`src/hw/rtl/assert_macros.svh`:
```
// Assertion macros shared by the matrix transform RTL.
// Each macro expects clk and arst_n to be visible where it is used.
`ifndef ASSERT_MACROS_SVH
`define ASSERT_MACROS_SVH

// Property must hold at every rising clock edge outside reset
`define M4VT_ASSERT(label, prop, msg) \
	label: assert property (@(posedge clk) disable iff (!arst_n) (prop)) \
		else $error(msg);

// Expression must never be true outside reset
`define M4VT_NEVER(label, expr, msg) \
	label: assert property (@(posedge clk) disable iff (!arst_n) !(expr)) \
		else $error(msg);

`endif

```
`src/hw/rtl/m4vt_pkg.sv`:
```
// Shared types and constants for the 4x4 matrix vector transform unit.
// No dependencies; imported by the controller, datapath and top level.
`default_nettype none

package m4vt_pkg;

	localparam int unsigned LANES      = 4;
	localparam int unsigned WORD_W     = 32;
	localparam int unsigned MODE_W     = 3;
	localparam int unsigned IDX_W      = 4;
	localparam int unsigned IN_DATA_W  = 168;
	localparam int unsigned OUT_DATA_W = 128;

	// input tdata field offsets
	localparam int unsigned IDX_LSB  = 0;
	localparam int unsigned ELEM_LSB = 4;
	localparam int unsigned VEC_LSB  = 36;

	typedef enum logic [MODE_W-1:0] {
		MODE_WR_CUR   = 3'd0,
		MODE_WR_OP    = 3'd1,
		MODE_MUL      = 3'd2,
		MODE_XFORM_V  = 3'd3,
		MODE_XFORM_PT = 3'd4,
		MODE_TRANS    = 3'd5,
		MODE_IDENT    = 3'd6
	} mode_t;

	// sweep kinds run by the datapath
	typedef enum logic [1:0] {
		OP_XFORM = 2'd0,
		OP_MUL   = 2'd1,
		OP_TRANS = 2'd2
	} op_t;

	typedef struct packed {
		logic       load;
		logic       wr_cur;
		logic       wr_op;
		logic       set_ident;
		logic       flip;
		logic       issue;
		op_t        op;
		logic [3:0] cnt;
		logic       first;
		logic       last;
		logic       point;
	} cmd_t;

	typedef struct packed {
		logic busy;
		logic out_full;
	} stat_t;

endpackage

`default_nettype wire

```
`src/hw/rtl/m4vt_ctrl.sv`:
```
// Controller for the matrix transform unit: decodes the mode and sequences sweeps.
// Depends on m4vt_pkg; drives the datapath through cmd_t, watches stat_t.
`default_nettype none

module m4vt_ctrl import m4vt_pkg::*; (
	input  wire logic              clk,
	input  wire logic              arst_n,
	input  wire logic              s_tvalid,
	output logic                   s_tready,
	input  wire logic [MODE_W-1:0] s_tuser,
	input  wire stat_t             stat,
	output cmd_t                   cmd
);

	typedef enum logic [1:0] {
		ST_IDLE,
		ST_DECODE,
		ST_ISSUE,
		ST_DRAIN
	} st_t;

	st_t        state_q;
	mode_t      mode_q;
	op_t        op_q;
	logic       point_q;
	logic [3:0] cnt_q;
	logic       accept;
	logic       issue_end;

	assign s_tready  = (state_q == ST_IDLE);
	assign accept    = s_tvalid && s_tready;
	// multiply walks 16 column/term pairs, the other sweeps four
	assign issue_end = (op_q == OP_MUL) ? (cnt_q == 4'd15) : (cnt_q[1:0] == 2'd3);

	// state and sweep registers
	always_ff @(posedge clk or negedge arst_n) begin
		if (!arst_n) begin
			state_q <= ST_IDLE;
			mode_q  <= MODE_WR_CUR;
			op_q    <= OP_XFORM;
			point_q <= 1'b0;
			cnt_q   <= '0;
		end else begin
			unique case (state_q)
				ST_IDLE: begin
					if (accept) begin
						mode_q  <= mode_t'(s_tuser);
						state_q <= ST_DECODE;
					end
				end
				ST_DECODE: begin
					unique case (mode_q)
						MODE_MUL: begin
							op_q    <= OP_MUL;
							cnt_q   <= '0;
							state_q <= ST_ISSUE;
						end
						MODE_TRANS: begin
							op_q    <= OP_TRANS;
							cnt_q   <= '0;
							state_q <= ST_ISSUE;
						end
						MODE_XFORM_V, MODE_XFORM_PT: begin
							// hold until the output word is free
							if (!stat.out_full) begin
								op_q    <= OP_XFORM;
								point_q <= (mode_q == MODE_XFORM_PT);
								cnt_q   <= '0;
								state_q <= ST_ISSUE;
							end
						end
						default: begin
							state_q <= ST_IDLE;
						end
					endcase
				end
				ST_ISSUE: begin
					cnt_q <= cnt_q + 4'd1;
					if (issue_end) begin
						state_q <= ST_DRAIN;
					end
				end
				ST_DRAIN: begin
					if (!stat.busy) begin
						state_q <= ST_IDLE;
					end
				end
				default: begin
					state_q <= ST_IDLE;
				end
			endcase
		end
	end

	// command decode
	always_comb begin
		cmd           = '0;
		cmd.load      = accept;
		cmd.wr_cur    = (state_q == ST_DECODE) && (mode_q == MODE_WR_CUR);
		cmd.wr_op     = (state_q == ST_DECODE) && (mode_q == MODE_WR_OP);
		cmd.set_ident = (state_q == ST_DECODE) && (mode_q == MODE_IDENT);
		cmd.issue     = (state_q == ST_ISSUE);
		cmd.op        = op_q;
		cmd.cnt       = cnt_q;
		cmd.first     = (cnt_q[1:0] == 2'd0);
		cmd.last      = (cnt_q[1:0] == 2'd3);
		cmd.point     = point_q;
		cmd.flip      = (state_q == ST_DRAIN) && !stat.busy && (op_q != OP_XFORM);
	end

endmodule

`default_nettype wire

```
`config.mk`:
```
export PLATFORM = sky130hd
export DESIGN_NAME = m4vt_ctrl
export DESIGN_NICKNAME = d
export VERILOG_FILES = /design/src/hw/rtl/assert_macros.svh /design/src/hw/rtl/m4vt_pkg.sv /design/src/hw/rtl/m4vt_ctrl.sv
export SDC_FILE = /design/constraint.sdc
export NUM_CORES = 1
export LEC_CHECK = 0
export ABC_AREA = 1
export ABC_CLOCK_PERIOD_IN_PS = 2200
export BUFFER_PORTS_ARGS = -buffer_cell sky130_fd_sc_hd__buf_2
export CAP_MARGIN = 20
export CELL_PAD_IN_SITES_DETAIL_PLACEMENT = 1
export CELL_PAD_IN_SITES_GLOBAL_PLACEMENT = 2
export CORE_MARGIN = 4
export CORE_UTILIZATION = 30
export DETAILED_ROUTE_END_ITERATION = 16
export PLACE_DENSITY_LB_ADDON = 0.1
export SETUP_SLACK_MARGIN = 0.05
export SYNTH_ARGS = -nofsm -noshare
export SYNTH_HDL_FRONTEND = slang
export SYNTH_SLANG_ARGS = --single-unit
```
`constraint.sdc`:
```
create_clock -name clk -period 2.2 [get_ports clk]
set_input_delay 0.44 -clock clk [delete_from_list [all_inputs] [get_ports clk]]
set_output_delay 0.44 -clock clk [all_outputs]
set_load 0.005 [all_outputs]
```
== Word level (Yosys, flattened, before mapping) ==
Cells that the tools add are included.

* Add/sub/neg operators: 1
* Equal/unequal tests: 18
* Mux-type cells: 12
* Bitwise logic cells: 1
* Reduce and logical (&&, ||, !) cells: 20

{| class="wikitable"
|+ Operator list
! operator !! count
|-
| case mux 4 bit (2 select lines) || 2
|-
| two-way mux 2 bit || 5
|-
| equality test 3 bit (second input constant) || 3
|-
| AND reduction 3 bit || 3
|-
| case mux 2 bit (4 select lines) || 1
|-
| equality test 2 bit (second input constant) || 3
|-
| equality test 3 x 2 -> 1 bit (second input constant) || 2
|-
| logical AND 1 bit || 6
|-
| case mux 2 bit (3 select lines) || 1
|-
| adder 4 x 1 -> 4 bit (second input constant) || 1
|-
| equality test 2 x 1 -> 1 bit (second input constant) || 2
|-
| equality test 4 bit (second input constant) || 1
|-
| zero test 2 bit || 2
|-
| two-way mux 4 bit || 1
|-
| != test 2 x 1 -> 1 bit (second input constant) || 2
|-
| != test 2 bit (second input constant) || 2
|-
| case mux 2 bit (2 select lines) || 1
|-
| AND reduction 4 bit || 1
|-
| nonzero test 2 bit || 2
|-
| OR reduction 2 bit || 2
|-
| equality test 3 x 1 -> 1 bit (second input constant) || 1
|-
| zero test 3 bit || 1
|-
| != test 3 x 2 -> 1 bit (second input constant) || 1
|-
| != test 3 bit (second input constant) || 1
|-
| 5 further kinds || 5
|}

* Flip-flop bits (word level): 12
* Input bits: 8
* Word-level logic and storage cells: 57

== Logic depth before layout (Yosys ltp) ==
* Depth in word-level cells: 4
* Mapped depth: 9
* Depth with buffers taken out: 9

== Least setup slack after synthesis ==
OpenSTA, ideal clock, no wires.

* Path kind: register to output
* Start point: register state_q[0]
* End point: output port cmd[14] in the netlist's numbering
* Data arrival time: 1.018 ns
* Data required time: 1.760 ns
* Setup slack: 0.742 ns
* Cell stages (with the launch flop): 6
* Path buffers: 1
* Cell sequence: dfrtp_1 -> inv_1 -> ha_1 -> nand2_1 -> inv_1 -> buf_4

* Word-level cells in the longest chain between the ends: 2

{| class="wikitable"
|+ Ends and longest elaborated chain
! element !! RTL line !! RTL
|-
| from (decl) || m4vt_ctrl.sv:22 || <nowiki>st_t state_q;</nowiki>
|-
| from (signal assigned) || m4vt_ctrl.sv:38 || <nowiki>state_q <= ST_IDLE;</nowiki>
|-
| from (signal assigned) || m4vt_ctrl.sv:48 || <nowiki>state_q <= ST_DECODE;</nowiki>
|-
| from (signal assigned) || m4vt_ctrl.sv:56 || <nowiki>state_q <= ST_ISSUE;</nowiki>
|-
| zero test 2 bit || m4vt_ctrl.sv:30 || <nowiki>assign s_tready = (state_q == ST_IDLE);</nowiki>
|-
| net s_tready || m4vt_ctrl.sv:9 || <nowiki>output logic s_tready,</nowiki>
|-
| logical AND 1 bit || m4vt_ctrl.sv:31 || <nowiki>assign accept = s_tvalid && s_tready;</nowiki>
|-
| to (decl) || m4vt_ctrl.sv:12 || <nowiki>output cmd_t cmd</nowiki>
|}

The timed path passes the listed nets, and every way through them passes these cells.

==> metrics.yaml <==
status: "finished, final reports clean"
drc: 0
slew_viol_final: 0
setup_viol: 0
coreArea_sq_mm: 0.00278
die_w_microns: 62.4
routed_wl_microns: 2200
cts_tree: "done"
mostFrequentLayoutCells: "nand2_1 (31), buf_2 (23), inv_1 (15), dfrtp_1 (12), nand3_1 (11)"
switching_share: 0.498
timing.rr.start: "state_q[0]"
crit_required_ns: 1.76
startpoint_type: "register"
leakage_nw: 0.593
synth.distinct_cells: 22
drt_iter0_markers: 20
maxCapViolCount: 0
cpMaxStageDelayCell: "dfrtp_1"
path_cells: "inv_1 > ha_1 > inv_1 > nor4_1 > buf_2"
intPower_w: 0.000664
finalHoldViolations: 0
first_global_vias: 841
synth_nets: 134
crit_family: "flip-flops"
grt_usage: 0.121
critPathMaxFanout: 5
grt_pass1_wl_microns: 3780
ys_seq_area_frac: 0.339
placementRows: 19
place.gp.congestion: 0.766
arrival_ns: 1.53
p_sw_w: 0.000659
yosys.area.top_type_share: 0.339
max_freq_mhz: 508
ant_nets: 0
via_per_inst: 4.78
via_count: 832
avgSynthCellArea_sq_um: 7.52
wl_per_cell_microns: 12.6
cts_inserted_buffers: 3
synth_area_leaders: "dfrtp_1 (34%), nand2_1 (13%), ha_1 (11%)"
diodes: 0
slowest_delay_ns: 0.42
dp.cells: 170
stdcell_count: 174
finalCritPeriodShare: 0.896
cts_num_sinks: 12
netlist_area_sq_um: 887
synthCells: 118
cts_resized: 0
cpMostUsedCell: "inv_1"
r2r_slack_ns: 0.71
clkTransAtPathRegs_ns: 0.09
fin_tns_setup_ns: 0
rsz0062_at_grt: "no"
areaGrowthSynthToFinish_pct: 19.7
dp_hpwl_microns: 1790
ir_worst_vdd_mv: 0.530
path_buf_inv: 3
final_common_cell: "nand2_1"
die_area_sq_mm: 0.00389
ys_ff_latch: 12
comb_power_share: 0.559
root_buffer: "clkbuf_4"
grt_max_degree: 13
worstSkewPairLatency_ns: 0.28
fp.dieH_microns: 62.4
clk_path_buf_depth: 2
post_cts_buffers: 0
hold_buffers: 0
gr-total-overflow: 0
max_slew_margin: 0.801
min_path_type: "input port to async pin"
io_buffer_count: 23
io-pin-count: 24
nets: 160
drive_above_1_share: 0.273
end_kind: "output pin"
yosysWarnings: 0
r2r.worst_path.cells: 9
fin_crit_ns: 1.97
yosysTopAreaCell: "dfrtp_1"
setup.worst_path.class: "register to output pin"
start_util: 0.319
antenna_found_initial: 0
tightest_slew_ns: 0.299
clock_power_share: 0.142
power_density_mw_per_mm2: 1250
htreeDepth: 1
dr.pass1.iters: 4
p_seq_frac: 0.299
finClkSkew_ns: 0.000832
-- cell type report --
cell class	instances	area (sq um)
clock buffer	4	36.3
fill	365	1720
inverter	18	67.6
multi-input combinational	86	504
sequential	12	300
tap	31	38.8
timing repair buffer	23	115
-- metal layers --
| metal | global-route usage | vias up | share of wire |
|---|---|---|---|
| met5 | 0 | - | 0 |
| met4 | 0.0557 | 0 | 0.0077 |
| met3 | 0.0324 | 2 | 0.051 |
| met2 | 0.206 | 18 | 0.48 |
| met1 | 0.140 | 387 | 0.46 |
| li1 | - | 425 | - |
-- how the worst max path moves through the flow --
stage | from | endpoint | slack [ns] | cells after the start
after floorplan | state_q[0] | cmd[14] | 0.74 | 5
after global placement | register | cmd[13] | 0.61 | 5
after detailed placement | register | cmd[11] | 0.50 | 5
after CTS | register | cmd[11] | 0.18 | 5
after global routing | register | cmd[11] | 0.10 | 5
final | register | cmd[11] | 0.23 | 5
-- power groups by stage --
stage | clock network [W] | logic, W | registers, W
final | 0.000188 | 0.000740 | 0.000395
after global routing | 0.000207 | 0.000840 | 0.000411
after CTS | 0.000195 | 0.000756 | 0.000399
after detailed placement | 0 | 0.000751 | 0.000402
after global placement | 0 | 0.000744 | 0.000397
after floorplan | 0 | 0.000580 | 0.000376
-- per-stage QoR --
stage               instance area (sq um)  hold WS, ns  setup WS [ns]   util  power (W)
CTS                                  1060       0.0360          0.184  0.382    0.00135
global route                         1060       0.0313          0.104  0.382    0.00146
detailed placement                   1030        0.352          0.504  0.369    0.00115
finish                               1060       0.0275          0.230  0.382    0.00132
global placement                     1030        0.345          0.609  0.369    0.00114
floorplan                             887        0.144          0.742      -   0.000956
-- kinds of logic (layout without fill, tap and decap cells) --
| kind of cell | Yosys count | count (layout) | synth area share |
|---|---|---|---|
| flops | 12 | 12 | 0.339 |
| buf+inv | 20 | 45 | 0.0931 |
| compound gates | 11 | 11 | 0.0635 |
| fa+ha+maj | 8 | 8 | 0.113 |
| simple gates | 66 | 66 | 0.382 |
| xor+xnor | 1 | 1 | 0.00987 |
-- worst reg2reg max path: cells and delay by family (launching register included) --
| kind | cells | cell delay, ns |
|---|---|---|
| compound gates | 1 | 0.19 |
| flops | 1 | 0.47 |
| simple gates | 5 | 0.35 |
| fa+ha+maj | 1 | 0.25 |
| buf+inv | 2 | 0.18 |
-- registers in the layout (all words and copies together), names as in the netlist, named ones only --
signal,count
op_q,2
state_q,1
mode_q,3
point_q,1
cnt_q,4
-- cell usage after synthesis, drive strengths merged --
master	instances
nand2	35
inv	18
nand3	13
dfrtp	12
nor2	12
ha	8
o21ai	8
nand4	3
a21oi	2
buf	2
nor4	2
a31oi	1
nor3	1
xnor2	1
Power figures use the tool's default switching activity.
